`config.mk`:
```
export PLATFORM = sky130hd
export DESIGN_NAME = widft_div
export DESIGN_NICKNAME = d
export VERILOG_FILES = /design/src/sv/widft_pkg.sv /design/src/sv/widft_div.sv
export SDC_FILE = /design/constraint.sdc
export NUM_CORES = 1
export LEC_CHECK = 0
export CORE_AREA = 2 2 39 41
export DETAILED_ROUTE_END_ITERATION = 8
export DIE_AREA = 0 0 41 43
export DONT_BUFFER_PORTS = 1
export SYNTH_ARGS = -nofsm -noshare
export SYNTH_HDL_FRONTEND = slang
export SYNTH_SLANG_ARGS = --single-unit
export TNS_END_PERCENT = 20
```
`constraint.sdc`:
```
create_clock -name clk_i -period 1 [get_ports clk_i]
set_input_delay 0.2 -clock clk_i [delete_from_list [all_inputs] [get_ports clk_i]]
set_output_delay 0.2 -clock clk_i [all_outputs]
set_load 0.01 [all_outputs]
```
`src/sv/widft_pkg.sv`:
```
// ----------------------------------------------------------------------------
// Windowed inverse DFT package
// Shared constants, codes and the build-time window and twiddle tables.
// ----------------------------------------------------------------------------
package widft_pkg;

  localparam int MAX_POINTS      = 64;
  localparam int DEF_POINTS      = 64;
  localparam int DEF_SAMPLE_BITS = 16;
  localparam int FREQ_W          = 40;
  localparam int TOL_W           = 16;
  localparam int WIN_W           = 17;
  localparam int TW_W            = 22;
  localparam int TIDX_W          = 6;
  localparam int CFG_IDX_W       = 1;
  localparam int CFG_DATA_W      = 16;

  localparam logic [CFG_IDX_W-1:0] CFG_WINDOW_TYPE = 1'd0;
  localparam logic [CFG_IDX_W-1:0] CFG_UNIF_TOL    = 1'd1;

  localparam logic [TOL_W-1:0] TOL_RESET = 16'd655;

  typedef enum logic [1:0] {
    WIN_RECT,
    WIN_HANN,
    WIN_HAMMING,
    WIN_BLACKMAN
  } window_e;

  typedef enum logic [1:0] {
    ST_OK,
    ST_ORDER,
    ST_UNIFORM
  } status_e;

  typedef logic [WIN_W-1:0]       win_tab_t [MAX_POINTS];
  typedef logic signed [TW_W-1:0] tw_tab_t  [MAX_POINTS];

  // Quarter-wave sine, Q0.30 in and out.
  function automatic logic [63:0] quarter_sin(input logic [63:0] u);
    logic [63:0] coef [6];
    logic [63:0] u2;
    logic [63:0] p;
    coef[0] = 64'd1686629713;
    coef[1] = 64'd693598668;
    coef[2] = 64'd85569306;
    coef[3] = 64'd5026995;
    coef[4] = 64'd172272;
    coef[5] = 64'd3864;
    u2 = (u * u) >> 30;
    p  = coef[5];
    for (int k = 4; k >= 0; k--) begin
      p = coef[k] - ((u2 * p) >> 30);
    end
    return (u * p) >> 30;
  endfunction

  function automatic logic signed [63:0] sin_turn(input logic [31:0] t);
    logic [1:0]  q;
    logic [63:0] f;
    logic [63:0] u;
    logic [63:0] m;
    q = t[31:30];
    f = {34'd0, t[29:0]};
    u = q[0] ? ((64'd1 << 30) - f) : f;
    m = quarter_sin(u);
    return q[1] ? -$signed(m) : $signed(m);
  endfunction

  function automatic logic signed [63:0] cos_turn(input logic [31:0] t);
    return sin_turn(t + 32'h4000_0000);
  endfunction

  // Fraction of a turn num/den in Q0.32, rounded half up, by long division.
  function automatic logic [31:0] turn_of(input int unsigned num, input int unsigned den);
    logic [63:0] d;
    logic [63:0] r;
    logic [63:0] dvd;
    logic [63:0] quo;
    logic [63:0] rem;
    d = 64'(den);
    r = 64'(num);
    for (int i = 0; i < 256; i++) begin
      if (r >= d) r = r - d;
    end
    dvd = (r << 32) + (d >> 1);
    quo = '0;
    rem = '0;
    for (int b = 63; b >= 0; b--) begin
      rem = {rem[62:0], dvd[b]};
      quo = quo << 1;
      if (rem >= d) begin
        rem    = rem - d;
        quo[0] = 1'b1;
      end
    end
    return quo[31:0];
  endfunction

  function automatic logic [WIN_W-1:0] window_q16(input logic [1:0] kind,
                                                  input int unsigned i,
                                                  input int unsigned points);
    logic signed [63:0] a0;
    logic signed [63:0] a1;
    logic signed [63:0] a2;
    logic signed [63:0] c1;
    logic signed [63:0] c2;
    logic signed [63:0] acc;
    a0 = 64'sd450971566;
    a1 = 64'sd536870912;
    a2 = 64'sd85899346;
    case (kind)
      WIN_RECT:    return 17'd65536;
      WIN_HANN:    begin a0 = 64'sd536870912; a1 = 64'sd536870912; a2 = 64'sd0; end
      WIN_HAMMING: begin a0 = 64'sd579820585; a1 = 64'sd493921239; a2 = 64'sd0; end
      default:     ;
    endcase
    c1  = cos_turn(turn_of(i, points - 1));
    c2  = cos_turn(turn_of(2 * i, points - 1));
    acc = a0 * (64'sd1 <<< 30) - a1 * c1 + a2 * c2;
    acc = (acc + (64'sd1 <<< 43)) >>> 44;
    if (acc < 0) acc = 64'sd0;
    if (acc > 64'sd65536) acc = 64'sd65536;
    return acc[WIN_W-1:0];
  endfunction

  function automatic win_tab_t build_win(input logic [1:0] kind, input int unsigned points);
    win_tab_t tab;
    for (int i = 0; i < MAX_POINTS; i++) begin
      tab[i] = (i < points) ? window_q16(kind, i, points) : '0;
    end
    return tab;
  endfunction

  function automatic tw_tab_t build_tw(input logic use_sin, input int unsigned points);
    tw_tab_t            tab;
    logic signed [63:0] v;
    for (int i = 0; i < MAX_POINTS; i++) begin
      v = '0;
      if (i < points) begin
        v = use_sin ? sin_turn(turn_of(i, points)) : cos_turn(turn_of(i, points));
        v = (v + 64'sd512) >>> 10;
      end
      tab[i] = v[TW_W-1:0];
    end
    return tab;
  endfunction

endpackage

```
`src/sv/widft_div.sv`:
```
// ----------------------------------------------------------------------------
// Constant divider
// Division of an unsigned value by a fixed divisor through multiplication
// with its rounded-up reciprocal; the quotient is ready in the cycle after start.
// ----------------------------------------------------------------------------
module widft_div
  import widft_pkg::*;
#(
  parameter int WIDTH   = 24,
  parameter int DIVISOR = DEF_POINTS
) (
  input  logic             clk_i,
  input  logic             rst_ni,
  input  logic             start_i,
  input  logic [WIDTH-1:0] dividend_i,
  output logic             done_o,
  output logic [WIDTH-1:0] quotient_o
);

  // With RS = WIDTH + ceil(log2(DIVISOR)) the truncated product is exact for
  // every dividend below 2^WIDTH.
  localparam int RS    = WIDTH + $clog2(DIVISOR);
  localparam int PRD_W = WIDTH + RS;
  localparam logic [RS-1:0] RECIP =
    RS'(((64'd1 << RS) + 64'(DIVISOR) - 64'd1) / 64'(DIVISOR));

  logic [PRD_W-1:0] prod_q;
  logic             done_q;

  always_ff @(posedge clk_i or negedge rst_ni) begin
    if (!rst_ni) begin
      done_q <= 1'b0;
    end else begin
      done_q <= start_i;
    end
  end

  always_ff @(posedge clk_i) begin
    if (start_i) begin
      prod_q <= PRD_W'(dividend_i) * PRD_W'(RECIP);
    end
  end

  assign done_o     = done_q;
  assign quotient_o = prod_q[PRD_W-1:RS];

endmodule

```
# Word-level counts from Yosys, hierarchy flattened

Cells that the tools add are included.

Output and inout bits: 25
Register bits after elaboration: 25
Word-level logic and storage cells: 2

# Logic depth before layout (Yosys ltp)

Depth in word-level cells: 0
Mapped depth: 1
Depth with buffers taken out: 0

# Worst setup path after synthesis

OpenSTA, ideal clock, no wires.

Kind: register to output
From: register prod_q[30]
To: output port quotient_o[0]
Arrival time: 0.394 ns
Path slack: 0.406 ns
Path buffers: 0
Stages on the path, launching flop included: 1
Cells stage by stage: edfxtp_1

RTL lines:

| element                | line            | source |
|---|---|---|
| start, declared        | widft_div.sv:27 | `logic [PRD_W-1:0] prod_q;` |
| start signal, assigned | widft_div.sv:40 | `prod_q <= PRD_W'(dividend_i) * PRD_W'(RECIP);` |
| end, declared          | widft_div.sv:17 | `output logic [WIDTH-1:0] quotient_o` |

No word-level cell between the ends.

# Worst setup path in the final report

From: register prod_q[41]
To: output port quotient_o[11]

No word-level cell between the ends.

==> run_summary.xml <==
<?xml version="1.0" encoding="UTF-8"?>
<metrics>
  <group name="grt">
    <metric name="globalRouteMet2Util" unit="%">19.38</metric>
    <metric name="grt_use_met3" unit="%">7.853</metric>
    <metric name="grt.busiest_layer" unit="">met2</metric>
    <metric name="first_global_vias" unit="">315</metric>
    <metric name="maximum_number_of_pins_on_one_net_before_global_route_repair" unit="">20</metric>
    <metric name="grtUsageMet1" unit="%">9.191</metric>
    <metric name="initial_antenna_violation_count" unit="">0</metric>
    <metric name="grt.overflow.total" unit="">0</metric>
    <metric name="grt.total_usage" unit="%">11.60</metric>
    <metric name="grt_pass1_wl" unit="mm">1.235</metric>
  </group>
  <group name="clock_tree">
    <metric name="clock-root-buffer" unit="">clkbuf_4</metric>
    <metric name="max-clock-path-buffers" unit="">2</metric>
    <metric name="ctsHtreeMaxLevel" unit="">1</metric>
    <metric name="cts_hold_repair.buffers" unit="">20</metric>
    <metric name="cts_tree" unit="">done</metric>
    <metric name="post_cts_resized" unit="">0</metric>
    <metric name="cts-buffers-inserted" unit="">3</metric>
    <metric name="clk_pin_slew" unit="ns">0.10</metric>
    <metric name="cts.sink_count" unit="">19</metric>
  </group>
  <group name="logic_synthesis">
    <metric name="postSynthAreaPerCell" unit="um^2">23.63</metric>
    <metric name="synth-seq-cells" unit="">19</metric>
    <metric name="ys_seq_area_share" unit="%">92.06</metric>
    <metric name="synth_top_cell_area_share" unit="%">87.98</metric>
    <metric name="postSynthCellCount" unit="">26</metric>
    <metric name="synthesis.yosys.warnings" unit="">0</metric>
    <metric name="synth_area" unit="um^2">614.3</metric>
    <metric name="synth_largest_area_cell" unit="">edfxtp_1</metric>
    <metric name="synth.top_cells.by_area" unit="">edfxtp_1 88%, buf_4 7.3%, dfrtp_1 4.1%</metric>
    <metric name="synth_cell_type_count" unit="">4</metric>
  </group>
  <group name="power_and_ir_drop">
    <metric name="worst_ir_drop_vdd" unit="V">0.001086</metric>
    <metric name="power.total" unit="W">0.001419</metric>
    <metric name="share_comb_of_total_power" unit="%">5.1</metric>
    <metric name="net_switching_share_of_the_total_power" unit="%">19.54</metric>
    <metric name="clock_network_power_share" unit="%">24.8</metric>
    <metric name="p_int" unit="W">0.001142</metric>
    <metric name="power.density_cell_area" unit="mW/mm^2">1698</metric>
    <metric name="switching_power" unit="W">0.0002774</metric>
    <metric name="power.leakage" unit="nW">0.3085</metric>
    <metric name="sequentialPowerShare" unit="%">70.1</metric>
  </group>
  <group name="sta">
    <metric name="min_period_over_period" unit="%">92.42</metric>
    <metric name="final_max_slew_viols" unit="">0</metric>
    <metric name="setup_viol" unit="">0</metric>
    <metric name="fin_setup_tns" unit="ns">0</metric>
    <metric name="hold_viol" unit="">0</metric>
    <metric name="period_needed" unit="ns">0.9242</metric>
    <metric name="fmax" unit="MHz">1082</metric>
    <metric name="rsz0062_at_grt" unit="">no</metric>
  </group>
  <group name="place">
    <metric name="final_hpwl_from_detailed_placement" unit="um">631.9</metric>
    <metric name="numPortBuffers" unit="">0</metric>
    <metric name="globalplace.congestion" unit="">0.5380</metric>
  </group>
  <group name="detailed_routing">
    <metric name="drtAntennaViolNets" unit="">0</metric>
    <metric name="route.detailed.vias_per_inst" unit="">4.477</metric>
    <metric name="drt-total-wl" unit="um">917</metric>
    <metric name="num_vias" unit="">291</metric>
    <metric name="detail_route.iter0.violations" unit="">3</metric>
    <metric name="post-route-drc-count" unit="">0</metric>
    <metric name="wire_per_inst" unit="um">14.11</metric>
    <metric name="detail_route.first_pass.iterations" unit="">2</metric>
  </group>
  <group name="hold_path">
    <metric name="hold_path.startpoint" unit="">start_i</metric>
    <metric name="worstHoldPathType" unit="">in -&gt; reg</metric>
  </group>
  <group name="floorplanning">
    <metric name="std_cell_rows" unit="">14</metric>
    <metric name="total_die_area" unit="mm^2">0.001763</metric>
    <metric name="initial_utilization" unit="%">44.39</metric>
    <metric name="floorplan.io_pins" unit="">52</metric>
    <metric name="fp.dieH" unit="um">43</metric>
    <metric name="floorplan.core_area" unit="mm^2">0.001384</metric>
    <metric name="die_w" unit="um">41</metric>
  </group>
  <group name="setup_path">
    <metric name="worst-path-max-fanout" unit="">1</metric>
    <metric name="startpoint_class" unit="">flip-flop</metric>
    <metric name="worstSetupPathType" unit="">reg -&gt; out</metric>
    <metric name="critical_path_required" unit="ns">0.80</metric>
    <metric name="critPathLaunch" unit="">prod_q[41]$_DFFE_PP_</metric>
    <metric name="critical_path_arrival" unit="ns">0.72</metric>
    <metric name="worst_setup_path_end_kind" unit="">output port</metric>
  </group>
  <group name="cells_and_area">
    <metric name="area_growth" unit="%">36.05</metric>
    <metric name="diodes" unit="">0</metric>
    <metric name="layout.nets" unit="">77</metric>
    <metric name="drive_gt1_share" unit="%">8.163</metric>
  </group>
  <group name="outcome">
    <metric name="run_status" unit="">complete, no violations</metric>
  </group>
  <group name="run">
    <metric name="max_cap_violations" unit="">0</metric>
  </group>
</metrics>
[path summary, 6_finish.rpt]
path | end | slack, ns | cells after the start
hold / removal | prod_q[33]$_DFFE_PP_ | 0.02 | 0
setup / recovery | quotient_o[11] | 0.08 | 0
max in group asynchronous | done_o$_DFF_PN0_ | 0.79 | 1
min in group asynchronous | done_o$_DFF_PN0_ | 0.11 | 1
[cell usage after synthesis]
library cell  count
edfxtp_1         18
buf_4             6
conb_1            1
dfrtp_1           1
[state kept, by name, summed over array words and instances (netlist names)]
signal  cells
done_o      1
prod_q     18
[layout make-up]
class	instances	area, um^2
clock buffer	3	22.52
clock inverter	1	5.005
fill	112	548.0
multi-input combinational	6	22.52
sequential	19	565.5
tap	16	20.02
timing repair buffer	20	200.2
[layout by cell type, fill, tap and decap left out, drive strengths merged]
cell,instances
dlygate4sd3,20
clkbuf,3
clkinv,1
edfxtp,18
conb,6
dfrtp,1
[metrics by stage]
stage	util, %	cells	hold WS, ns	cell area [um^2]	setup slack [ns]
6_report	60.40	65	0.02083	835.8	0.07584
5_1_grt	60.40	65	-0.008895	835.8	0.02193
4_1_cts	60.40	65	0.01399	835.8	0.06072
3_5_place_dp	43.94	41	-0.09556	608.1	0.3851
3_3_place_gp	43.94	41	-0.09555	608.1	0.3901
2_1_floorplan	-	31	-0.09559	633.1	0.4062
[per-layer routing]
| metal | wire [um] | part of all wire [%] | up-vias |
|---|---|---|---|
| met5 | 0 | 0 | - |
| met4 | 9 | 0.98 | 0 |
| met3 | 89 | 9.7 | 2 |
| met2 | 513 | 56 | 23 |
| met1 | 305 | 33 | 136 |
| li1 | - | - | 130 |
[power by group through the flow]
stage	Combinational [W]	Clock, W	Sequential [W]
finish	0.0000723	0.000352	0.000995
CTS	0.0000710	0.000373	0.000998
global route	0.0000784	0.000408	0.00100
global placement	0.00000972	0	0.00101
floorplan	0.0000272	0	0.00101
detailed placement	0.00000972	0	0.00102
[kinds of logic after synthesis]
| group | share of synthesized area [%] |
|---|---|
| other cells | 0.6104 |
| flops | 92.06 |
| buf+inv | 7.331 |
[timing repair]
action | in CTS | in global routing
endpoints found under the setup margin | 0 | 0
hold endpoints to repair | 20 | 15
buffers inserted | 0 | 0
No activity file was read; power rests on OpenSTA's default activity.
