==> src/sv/widft_pkg.sv <==
// ----------------------------------------------------------------------------
// Windowed inverse DFT package
// Shared constants, codes and the build-time window and twiddle tables.
// ----------------------------------------------------------------------------
package widft_pkg;

  localparam int MAX_POINTS      = 64;
  localparam int DEF_POINTS      = 64;
  localparam int DEF_SAMPLE_BITS = 16;
  localparam int FREQ_W          = 40;
  localparam int TOL_W           = 16;
  localparam int WIN_W           = 17;
  localparam int TW_W            = 22;
  localparam int TIDX_W          = 6;
  localparam int CFG_IDX_W       = 1;
  localparam int CFG_DATA_W      = 16;

  localparam logic [CFG_IDX_W-1:0] CFG_WINDOW_TYPE = 1'd0;
  localparam logic [CFG_IDX_W-1:0] CFG_UNIF_TOL    = 1'd1;

  localparam logic [TOL_W-1:0] TOL_RESET = 16'd655;

  typedef enum logic [1:0] {
    WIN_RECT,
    WIN_HANN,
    WIN_HAMMING,
    WIN_BLACKMAN
  } window_e;

  typedef enum logic [1:0] {
    ST_OK,
    ST_ORDER,
    ST_UNIFORM
  } status_e;

  typedef logic [WIN_W-1:0]       win_tab_t [MAX_POINTS];
  typedef logic signed [TW_W-1:0] tw_tab_t  [MAX_POINTS];

  // Quarter-wave sine, Q0.30 in and out.
  function automatic logic [63:0] quarter_sin(input logic [63:0] u);
    logic [63:0] coef [6];
    logic [63:0] u2;
    logic [63:0] p;
    coef[0] = 64'd1686629713;
    coef[1] = 64'd693598668;
    coef[2] = 64'd85569306;
    coef[3] = 64'd5026995;
    coef[4] = 64'd172272;
    coef[5] = 64'd3864;
    u2 = (u * u) >> 30;
    p  = coef[5];
    for (int k = 4; k >= 0; k--) begin
      p = coef[k] - ((u2 * p) >> 30);
    end
    return (u * p) >> 30;
  endfunction

  function automatic logic signed [63:0] sin_turn(input logic [31:0] t);
    logic [1:0]  q;
    logic [63:0] f;
    logic [63:0] u;
    logic [63:0] m;
    q = t[31:30];
    f = {34'd0, t[29:0]};
    u = q[0] ? ((64'd1 << 30) - f) : f;
    m = quarter_sin(u);
    return q[1] ? -$signed(m) : $signed(m);
  endfunction

  function automatic logic signed [63:0] cos_turn(input logic [31:0] t);
    return sin_turn(t + 32'h4000_0000);
  endfunction

  // Fraction of a turn num/den in Q0.32, rounded half up, by long division.
  function automatic logic [31:0] turn_of(input int unsigned num, input int unsigned den);
    logic [63:0] d;
    logic [63:0] r;
    logic [63:0] dvd;
    logic [63:0] quo;
    logic [63:0] rem;
    d = 64'(den);
    r = 64'(num);
    for (int i = 0; i < 256; i++) begin
      if (r >= d) r = r - d;
    end
    dvd = (r << 32) + (d >> 1);
    quo = '0;
    rem = '0;
    for (int b = 63; b >= 0; b--) begin
      rem = {rem[62:0], dvd[b]};
      quo = quo << 1;
      if (rem >= d) begin
        rem    = rem - d;
        quo[0] = 1'b1;
      end
    end
    return quo[31:0];
  endfunction

  function automatic logic [WIN_W-1:0] window_q16(input logic [1:0] kind,
                                                  input int unsigned i,
                                                  input int unsigned points);
    logic signed [63:0] a0;
    logic signed [63:0] a1;
    logic signed [63:0] a2;
    logic signed [63:0] c1;
    logic signed [63:0] c2;
    logic signed [63:0] acc;
    a0 = 64'sd450971566;
    a1 = 64'sd536870912;
    a2 = 64'sd85899346;
    case (kind)
      WIN_RECT:    return 17'd65536;
      WIN_HANN:    begin a0 = 64'sd536870912; a1 = 64'sd536870912; a2 = 64'sd0; end
      WIN_HAMMING: begin a0 = 64'sd579820585; a1 = 64'sd493921239; a2 = 64'sd0; end
      default:     ;
    endcase
    c1  = cos_turn(turn_of(i, points - 1));
    c2  = cos_turn(turn_of(2 * i, points - 1));
    acc = a0 * (64'sd1 <<< 30) - a1 * c1 + a2 * c2;
    acc = (acc + (64'sd1 <<< 43)) >>> 44;
    if (acc < 0) acc = 64'sd0;
    if (acc > 64'sd65536) acc = 64'sd65536;
    return acc[WIN_W-1:0];
  endfunction

  function automatic win_tab_t build_win(input logic [1:0] kind, input int unsigned points);
    win_tab_t tab;
    for (int i = 0; i < MAX_POINTS; i++) begin
      tab[i] = (i < points) ? window_q16(kind, i, points) : '0;
    end
    return tab;
  endfunction

  function automatic tw_tab_t build_tw(input logic use_sin, input int unsigned points);
    tw_tab_t            tab;
    logic signed [63:0] v;
    for (int i = 0; i < MAX_POINTS; i++) begin
      v = '0;
      if (i < points) begin
        v = use_sin ? sin_turn(turn_of(i, points)) : cos_turn(turn_of(i, points));
        v = (v + 64'sd512) >>> 10;
      end
      tab[i] = v[TW_W-1:0];
    end
    return tab;
  endfunction

endpackage

==> src/sv/widft_cell.sv <==
// ----------------------------------------------------------------------------
// Sweep cell
// One point of the sweep: frequency and complex sample, passed to the
// neighbor cell on every shift of the ring.
// ----------------------------------------------------------------------------
module widft_cell
  import widft_pkg::*;
#(
  parameter int SW = DEF_SAMPLE_BITS + 2
) (
  input  logic                     clk_i,
  input  logic                     shift_i,
  input  logic [FREQ_W-1:0]        freq_i,
  input  logic signed [SW-1:0]     re_i,
  input  logic signed [SW-1:0]     im_i,
  output logic [FREQ_W-1:0]        freq_o,
  output logic signed [SW-1:0]     re_o,
  output logic signed [SW-1:0]     im_o
);

  logic [FREQ_W-1:0]    freq_q;
  logic signed [SW-1:0] re_q;
  logic signed [SW-1:0] im_q;

  always_ff @(posedge clk_i) begin
    if (shift_i) begin
      freq_q <= freq_i;
      re_q   <= re_i;
      im_q   <= im_i;
    end
  end

  assign freq_o = freq_q;
  assign re_o   = re_q;
  assign im_o   = im_q;

endmodule

==> config.mk <==
export PLATFORM = sky130hd
export DESIGN_NAME = widft_cell
export DESIGN_NICKNAME = d
export VERILOG_FILES = /design/src/sv/widft_pkg.sv /design/src/sv/widft_cell.sv
export SDC_FILE = /design/constraint.sdc
export NUM_CORES = 1
export LEC_CHECK = 0
export BUFFER_PORTS_ARGS = -buffer_cell sky130_fd_sc_hd__buf_2
export CORE_ASPECT_RATIO = 1.25
export CORE_MARGIN = 2
export CORE_UTILIZATION = 37
export DETAILED_ROUTE_END_ITERATION = 7
export PLACE_DENSITY = 0.8
export SETUP_SLACK_MARGIN = 0.4
export SLEW_MARGIN = 20
export SYNTH_ARGS = -nofsm -noshare
export SYNTH_HDL_FRONTEND = slang
export SYNTH_SLANG_ARGS = --single-unit
==> constraint.sdc <==
create_clock -name clk_i -period 0.8 [get_ports clk_i]
set_input_delay 0.12 -clock clk_i [delete_from_list [all_inputs] [get_ports clk_i]]
set_output_delay 0.12 -clock clk_i [all_outputs]
set_load 0.02 [all_outputs]
# ---- After elaboration in Yosys (flattened, before gate mapping)
# Cells that the tools add are included.
dict set report classes {
  n_div 0
  n_bitwise 0
  muxes 0
  addsub 0
  n_shift 0
  reduce_logical 0
  magnitude_cmp 0
  mul 0
  n_eq_ne 0
}
dict set report totals {
  elab_cells 3
  latchBits 0
  inputBits 78
  output_inout_bits 76
  regBits 76
  ram_bits 0
  romBits 0
  memories 0
}

# ---- Logic depth before layout (Yosys ltp)
# Gate-level depths: netlist (run 1).
dict set report logic_depth {
  word_depth 0
  ltp_mapped 0
  depth_no_buf 0
}

# ---- Least setup slack after synthesis (run 1)
# OpenSTA, ideal clock, no wires.
dict set report synth_path {
  kind {flip-flop to output port}
  start {reg freq_q[0], in the netlist freq_o[0]}
  end {out freq_o[0]}
  path_buffers 0
  slack_ns 0.231
  t_required_ns 0.680
  arrival_ns 0.449
  stages_incl_launch_ff 1
  path_cell_list {edfxtp_1}
}
# element line_no
set synth_rtl {}
lappend synth_rtl {{start: declaration} widft_cell.sv:21} ;# logic [FREQ_W-1:0] freq_q;
lappend synth_rtl {{start signal: assignment} widft_cell.sv:27} ;# freq_q <= freq_i;
lappend synth_rtl {{end: declaration} widft_cell.sv:16} ;# output logic [FREQ_W-1:0] freq_o,
# No word-level cell between the ends.

# ---- Final worst setup path (run 1)
dict set report layout_path {
  start {reg im_q[6], in the netlist im_o[6]}
  end {out im_o[6]}
}
# element line_no
set layout_rtl {}
lappend layout_rtl {{start: declaration} widft_cell.sv:23} ;# logic signed [SW-1:0] im_q;
lappend layout_rtl {{start signal: assignment} widft_cell.sv:29} ;# im_q <= im_i;
lappend layout_rtl {{end: declaration} widft_cell.sv:18} ;# output logic signed [SW-1:0] im_o
# No word-level cell between the ends.

==> run_summary.xml, run 1 <==
<?xml version="1.0" encoding="UTF-8"?>
<metrics>
  <group name="run_status">
    <metric name="status" unit="">finished with violations</metric>
    <metric name="violations" unit="">hold timing, setup timing</metric>
  </group>
  <group name="place">
    <metric name="place_ws" unit="ns">0.00713</metric>
    <metric name="port_buffer_count" unit="">153</metric>
    <metric name="place_area" unit="sq um">3200</metric>
    <metric name="gp_routability_congestion" unit="">0.596</metric>
    <metric name="placed_cells" unit="">317</metric>
  </group>
  <group name="yosys">
    <metric name="synthesized_flop_and_latch_total" unit="">76</metric>
    <metric name="synth.yosys.seq_area_share" unit="%">100</metric>
    <metric name="synth.yosys.warnings" unit="">0</metric>
    <metric name="largest_area_contributor_in_the_netlist" unit="">sky130_fd_sc_hd__edfxtp_1</metric>
    <metric name="synth_cell_types" unit="">1</metric>
    <metric name="netlist_instances" unit="">76</metric>
    <metric name="synthesis.area" unit="sq um">2280</metric>
    <metric name="synth.avg_cell_area" unit="sq um">30.0</metric>
    <metric name="yosysTopAreaCellShare" unit="%">100</metric>
    <metric name="synth_nets" unit="">154</metric>
    <metric name="main_area_contributors_after_synthesis" unit="">sky130_fd_sc_hd__edfxtp_1 100%</metric>
  </group>
  <group name="global_routing">
    <metric name="global_route.overflow_total" unit="">0</metric>
    <metric name="grt_util_all_layers" unit="%">14.2</metric>
    <metric name="antenna_found_initial" unit="">0</metric>
    <metric name="grt_pass1_vias" unit="">1418</metric>
    <metric name="grt_pass1_wl" unit="microns">6650</metric>
    <metric name="grt_start_max_net_pins" unit="">18</metric>
  </group>
  <group name="timing">
    <metric name="setup_violators_final" unit="">76</metric>
    <metric name="fin_crit_sh" unit="%">130</metric>
    <metric name="finalHoldViolCount" unit="">76</metric>
    <metric name="finalHoldWorstSlack" unit="ns">-0.0534</metric>
    <metric name="max-slew-margin-rel" unit="%">91.1</metric>
    <metric name="slew_viol_final" unit="">0</metric>
    <metric name="maximum_frequency_from_static_timing_analysis" unit="MHz">963</metric>
    <metric name="period_minus_ws_final" unit="ns">1.04</metric>
    <metric name="max_slew.worst_pin.slew" unit="ns">0.134</metric>
    <metric name="final_critical_path_setup_slack" unit="ns">-0.239</metric>
    <metric name="grt_setup_unrepaired" unit="">yes</metric>
  </group>
  <group name="pwr">
    <metric name="power.net_switching" unit="uW">2060</metric>
    <metric name="irDropWorstVdd" unit="uV">2070</metric>
    <metric name="p_total" unit="uW">9450</metric>
    <metric name="power.share.switching" unit="%">21.8</metric>
    <metric name="pwr_density_cell" unit="nW/um^2">2460</metric>
    <metric name="seq_power_share" unit="%">51.4</metric>
    <metric name="clkPwrFrac" unit="%">35.1</metric>
    <metric name="p_int" unit="uW">7390</metric>
    <metric name="power.combinational.fraction" unit="%">13.5</metric>
    <metric name="leakage" unit="uW">0.00163</metric>
  </group>
  <group name="route">
    <metric name="post_drt_via_cell_ratio" unit="">4.24</metric>
    <metric name="routed_wirelength" unit="microns">5120</metric>
    <metric name="post-route-drc-count" unit="">0</metric>
    <metric name="top_layer_used" unit="">met4</metric>
    <metric name="1st_iter_drt_viols" unit="">44</metric>
    <metric name="met3_wirelength" unit="microns">449</metric>
    <metric name="first_pass_iters" unit="">4</metric>
    <metric name="route.vias.total" unit="">1417</metric>
    <metric name="met1_length" unit="microns">1710</metric>
    <metric name="wl_met2" unit="microns">2830</metric>
    <metric name="ant_nets" unit="">0</metric>
    <metric name="detail_route.wl_per_cell" unit="microns">15.3</metric>
  </group>
  <group name="setup_path">
    <metric name="timing.critical_path.fanout_max" unit="">1</metric>
    <metric name="setup.worst_path.class" unit="">reg2out</metric>
    <metric name="timing.critical_path.from_type" unit="">flip-flop</metric>
    <metric name="critical_path_sink_type" unit="">primary output</metric>
    <metric name="delay_of_the_slowest_cell_on_the_worst_path" unit="ns">0.42</metric>
    <metric name="critical_path.slowest_cell" unit="">sky130_fd_sc_hd__edfxtp_1</metric>
    <metric name="critical_path.n_buffers_inverters" unit="">1</metric>
    <metric name="cpLargestDelayFamily" unit="">flip-flops</metric>
    <metric name="crit_required" unit="ns">0.68</metric>
    <metric name="critical_path_arrival" unit="ns">0.92</metric>
    <metric name="cp_cell_sequence" unit="">buf_6</metric>
  </group>
  <group name="floorplan">
    <metric name="floorplan.initialDensity" unit="%">37.5</metric>
    <metric name="die-height" unit="microns">91.8</metric>
    <metric name="placementRows" unit="">32</metric>
    <metric name="io-pin-count" unit="">154</metric>
    <metric name="chipWidth" unit="microns">74.2</metric>
    <metric name="placeableCoreArea" unit="sq um">6090</metric>
    <metric name="die_area" unit="sq um">6820</metric>
  </group>
  <group name="clocking">
    <metric name="clkSlewWorstSetupHoldPaths" unit="ns">0.08</metric>
    <metric name="numClockSinks" unit="">76</metric>
    <metric name="cts_tree" unit="">done</metric>
    <metric name="cts_htree_levels" unit="">3</metric>
    <metric name="numCtsBuffers" unit="">9</metric>
    <metric name="post-cts-setup-buffers" unit="">0</metric>
    <metric name="root_buffer" unit="">sky130_fd_sc_hd__clkbuf_8</metric>
    <metric name="cts-root-to-sink-buffers" unit="">2</metric>
  </group>
  <group name="cells_and_area">
    <metric name="final_util" unit="%">63.2</metric>
    <metric name="flow.area_growth_from_synthesis" unit="%">68.4</metric>
    <metric name="multi_input_comb_area" unit="sq um">0</metric>
    <metric name="fillers" unit="">440</metric>
    <metric name="seqCellArea" unit="sq um">2280</metric>
    <metric name="postLayoutCellArea" unit="sq um">3840</metric>
    <metric name="num-multi-input-gates" unit="">0</metric>
    <metric name="final_common_cell" unit="">sky130_fd_sc_hd__buf_2</metric>
    <metric name="layout.cells.non_filler" unit="">334</metric>
    <metric name="diodes" unit="">0</metric>
    <metric name="fin_nets" unit="">324</metric>
    <metric name="post_route_cells_drive_above_1_share" unit="%">69.5</metric>
    <metric name="mostFrequentLayoutCells" unit="">101 x sky130_fd_sc_hd__buf_2, 76 x sky130_fd_sc_hd__edfxtp_1, 52 x sky130_fd_sc_hd__buf_6, 9 x sky130_fd_sc_hd__clkbuf_8</metric>
  </group>
  <group name="hold_path">
    <metric name="worst_hold_path.num_cells" unit="">1</metric>
    <metric name="hp-class" unit="">in2reg</metric>
    <metric name="worst_hold_startpoint" unit="">freq_i[29]</metric>
    <metric name="hold-path-endpoint" unit="">freq_o[29]$_DFFE_PP_</metric>
  </group>
  <group name="job">
    <metric name="drv.max_cap_violation_count" unit="">0</metric>
  </group>
</metrics>
-- cell families after synthesis --
family  count (synthesis)  synth area share [%]
flops                  76                   100
-- per-stage QoR --
step                hold slack, ns  TNS (ns)
finish                     -0.0534    -14.31
global route               -0.0778    -17.63
CTS                        -0.0750    -16.04
detailed placement           0.298         0
global placement             0.296         0
floorplan                    0.219         0
-- worst max-delay path by stage --
stage	start	depth (start not counted)	end	slack, ns
floorplan	freq_o[0]$_DFFE_PP_	0	freq_o[0]	0.23
global placement	shift_i	2	im_o[15]$_DFFE_PP_	0.02
detailed placement	shift_i	2	im_o[8]$_DFFE_PP_	0.007
CTS	im_o[13]$_DFFE_PP_	1	im_o[13]	-0.24
global route	im_o[6]$_DFFE_PP_	1	im_o[6]	-0.28
finish	im_o[6]$_DFFE_PP_	1	im_o[6]	-0.24
-- cell usage after synthesis --
library cell,instances
sky130_fd_sc_hd__edfxtp_1,76
-- sequential cells by signal, indices dropped and copies added, names as in the netlist --
register / flops
freq_o: 40
im_o: 18
re_o: 18
-- power by group through the flow --
| stage | clock, uW | combinational (uW) | sequential [uW] |
|---|---|---|---|
| global route | 3560 | 1340 | 4880 |
| finish | 3320 | 1280 | 4850 |
| global placement | 0 | 974 | 4870 |
| CTS | 3400 | 1130 | 4820 |
| detailed placement | 0 | 994 | 4890 |
| floorplan | 0 | 0 | 5320 |
-- routing by layer --
layer,global-route usage [%],vias up
li1,-,648
met1,13.5,666
met2,24.4,93
met3,5.27,10
met4,9.82,0
met5,0,-
-- area by class of cell --
type / count / share of cell area [%]
repair buffers: 159 / 32.0
flip-flops and latches: 76 / 59.4
clock inverters: 5 / 2.67
well taps: 85 / 2.77
clock buffers: 9 / 3.22
-- what timing repair did --
action	in CTS	in global routing
gates cloned	3	0
resized for setup	39	69
endpoints found under the setup margin	132	84
hold endpoints to repair	76	76
(Power assumes the default switching activity.)
==> inputs of run 2 (changes only) <==
--- a/config.mk
+++ b/config.mk
@@ -10,7 +10,7 @@
 export CORE_MARGIN = 2
 export CORE_UTILIZATION = 37
 export DETAILED_ROUTE_END_ITERATION = 7
-export PLACE_DENSITY = 0.8
+export PLACE_DENSITY_LB_ADDON = 0.2
 export SETUP_SLACK_MARGIN = 0.4
 export SLEW_MARGIN = 20
 export SYNTH_ARGS = -nofsm -noshare
==> run_summary.xml, run 2 (same netlist as run 1, synthesis figures left out) <==
<?xml version="1.0" encoding="UTF-8"?>
<metrics>
  <group name="run_status">
    <metric name="status" unit="">finished with violations</metric>
    <metric name="violations" unit="">hold timing, setup timing</metric>
  </group>
  <group name="place">
    <metric name="placed_cells" unit="">318</metric>
    <metric name="gp_routability_congestion" unit="">0.717</metric>
    <metric name="hpwl_after_dpl" unit="microns">3500</metric>
    <metric name="port_buffer_count" unit="">153</metric>
  </group>
  <group name="job">
    <metric name="drv.max_cap_violation_count" unit="">0</metric>
  </group>
  <group name="hold_path">
    <metric name="hold-path-endpoint" unit="">freq_o[28]$_DFFE_PP_</metric>
    <metric name="hp-class" unit="">in2reg</metric>
    <metric name="worst_hold_path.num_cells" unit="">1</metric>
    <metric name="worst_hold_startpoint" unit="">freq_i[28]</metric>
  </group>
  <group name="cells_and_area">
    <metric name="mostFrequentLayoutCells" unit="">102 x sky130_fd_sc_hd__buf_2, 76 x sky130_fd_sc_hd__edfxtp_1, 51 x sky130_fd_sc_hd__buf_6, 9 x sky130_fd_sc_hd__clkbuf_8</metric>
    <metric name="fin_nets" unit="">324</metric>
    <metric name="final_util" unit="%">63.0</metric>
    <metric name="max_reg_flops" unit="">40</metric>
    <metric name="layout.cells.non_filler" unit="">336</metric>
    <metric name="multi_input_comb_area" unit="sq um">0</metric>
    <metric name="num-multi-input-gates" unit="">0</metric>
    <metric name="diodes" unit="">0</metric>
    <metric name="flow.area_growth_from_synthesis" unit="%">68.0</metric>
    <metric name="fillers" unit="">465</metric>
    <metric name="final_common_cell" unit="">sky130_fd_sc_hd__buf_2</metric>
    <metric name="post_route_cells_drive_above_1_share" unit="%">68.5</metric>
  </group>
  <group name="setup_path">
    <metric name="critical_path_sink_type" unit="">primary output</metric>
    <metric name="delay_of_the_slowest_cell_on_the_worst_path" unit="ns">0.41</metric>
    <metric name="critical_path.n_buffers_inverters" unit="">1</metric>
    <metric name="crit_required" unit="ns">0.68</metric>
    <metric name="timing.critical_path.from_type" unit="">flip-flop</metric>
    <metric name="cp_cell_sequence" unit="">buf_6</metric>
    <metric name="timing.critical_path.fanout_max" unit="">1</metric>
    <metric name="critical_path.slowest_cell" unit="">sky130_fd_sc_hd__edfxtp_1</metric>
    <metric name="critical_path_arrival" unit="ns">0.89</metric>
    <metric name="setup.worst_path.class" unit="">reg2out</metric>
    <metric name="cpLargestDelayFamily" unit="">flip-flops</metric>
  </group>
  <group name="global_routing">
    <metric name="grt_pass1_wl" unit="microns">6860</metric>
    <metric name="grt_util_all_layers" unit="%">14.5</metric>
    <metric name="antenna_found_initial" unit="">0</metric>
    <metric name="global_route.overflow_total" unit="">0</metric>
    <metric name="grt_start_max_net_pins" unit="">16</metric>
    <metric name="grt_pass1_vias" unit="">1426</metric>
  </group>
  <group name="timing">
    <metric name="max-slew-margin-rel" unit="%">91.3</metric>
    <metric name="period_minus_ws_final" unit="ns">1.01</metric>
    <metric name="maximum_frequency_from_static_timing_analysis" unit="MHz">986</metric>
    <metric name="fin_crit_sh" unit="%">127</metric>
    <metric name="finalHoldViolCount" unit="">76</metric>
    <metric name="grt_setup_unrepaired" unit="">yes</metric>
    <metric name="max_slew.worst_pin.slew" unit="ns">0.131</metric>
    <metric name="final_critical_path_setup_slack" unit="ns">-0.214</metric>
    <metric name="slew_viol_final" unit="">0</metric>
    <metric name="finalSetupTns" unit="ns">-13.51</metric>
    <metric name="setup_violators_final" unit="">76</metric>
    <metric name="finalHoldWorstSlack" unit="ns">-0.0458</metric>
  </group>
  <group name="pwr">
    <metric name="p_total" unit="uW">9450</metric>
    <metric name="irDropWorstVdd" unit="uV">1270</metric>
    <metric name="pwr_density_cell" unit="nW/um^2">2460</metric>
    <metric name="leakage" unit="uW">0.00163</metric>
  </group>
  <group name="floorplan">
    <metric name="die_area" unit="sq um">6820</metric>
    <metric name="floorplan.initialDensity" unit="%">37.5</metric>
    <metric name="placeableCoreArea" unit="sq um">6090</metric>
    <metric name="placementRows" unit="">32</metric>
    <metric name="io-pin-count" unit="">154</metric>
    <metric name="chipWidth" unit="microns">74.2</metric>
    <metric name="die-height" unit="microns">91.8</metric>
  </group>
  <group name="route">
    <metric name="post_drt_via_cell_ratio" unit="">4.15</metric>
    <metric name="route.vias.total" unit="">1395</metric>
    <metric name="post-route-drc-count" unit="">0</metric>
    <metric name="first_pass_iters" unit="">4</metric>
    <metric name="ant_nets" unit="">0</metric>
    <metric name="detail_route.wl_per_cell" unit="microns">14.6</metric>
    <metric name="routed_wirelength" unit="microns">4900</metric>
    <metric name="1st_iter_drt_viols" unit="">45</metric>
  </group>
  <group name="clocking">
    <metric name="numCtsBuffers" unit="">9</metric>
    <metric name="cts-root-to-sink-buffers" unit="">2</metric>
    <metric name="root_buffer" unit="">sky130_fd_sc_hd__clkbuf_8</metric>
    <metric name="numClockSinks" unit="">76</metric>
    <metric name="cts_htree_levels" unit="">3</metric>
    <metric name="post-cts-setup-buffers" unit="">0</metric>
    <metric name="clkSlewWorstSetupHoldPaths" unit="ns">0.08</metric>
    <metric name="cts_tree" unit="">done</metric>
  </group>
</metrics>
run 2: how the worst max path moves through the flow:
stage | endpoint | slack [ns] | cells after the start | startpoint
2_1_floorplan | freq_o[0] | 0.23 | 0 | freq_o[0]$_DFFE_PP_
3_3_place_gp | freq_o[27]$_DFFE_PP_ | 0.02 | 2 | shift_i
3_5_place_dp | im_o[4]$_DFFE_PP_ | 0.01 | 2 | shift_i
4_1_cts | freq_o[1] | -0.23 | 1 | freq_o[1]$_DFFE_PP_
5_1_grt | freq_o[29] | -0.27 | 1 | freq_o[29]$_DFFE_PP_
6_report | freq_o[29] | -0.21 | 1 | freq_o[29]$_DFFE_PP_
run 2: timing repair:
item                                    4_1_cts  5_1_grt
gates cloned                                  2        0
endpoints found under the setup margin      130      103
gates resized for setup                      40       65
endpoints found under the hold margin        76       76
run 2: per-stage QoR:
step,instance area [sq um],worst slack [ns]
floorplan,2280,0.231
global placement,3220,0.0159
detailed placement,3220,0.0134
CTS,3630,-0.231
global route,3830,-0.271
finish,3830,-0.214
run 2: layout make-up:
type	count	area (sq um)	share of cell area, %
clock inverter	6	103	2.68
sequential	76	2280	59.5
tap	85	106	2.77
timing repair buffer	159	1210	31.7
clock buffer	10	128	3.33
run 2: where the power goes:
group / leakage [uW] / total (uW) / internal (uW) / switching [uW]
logic: 0.000771 / 1260 / 620 / 641
registers: 0.000744 / 4850 / 4730 / 114
clock network: 0.000115 / 3340 / 2050 / 1290
total: 0.00163 / 9450 / 7400 / 2040
run 2: routing by layer:
| metal | up-vias | track usage [%] | wire length, microns |
|---|---|---|---|
| met5 | - | 0 | 0 |
| met4 | 0 | 10.1 | 150 |
| met2 | 72 | 25.4 | 2910 |
| met1 | 654 | 13.8 | 1480 |
| li1 | 655 | - | - |
| met3 | 14 | 4.62 | 355 |
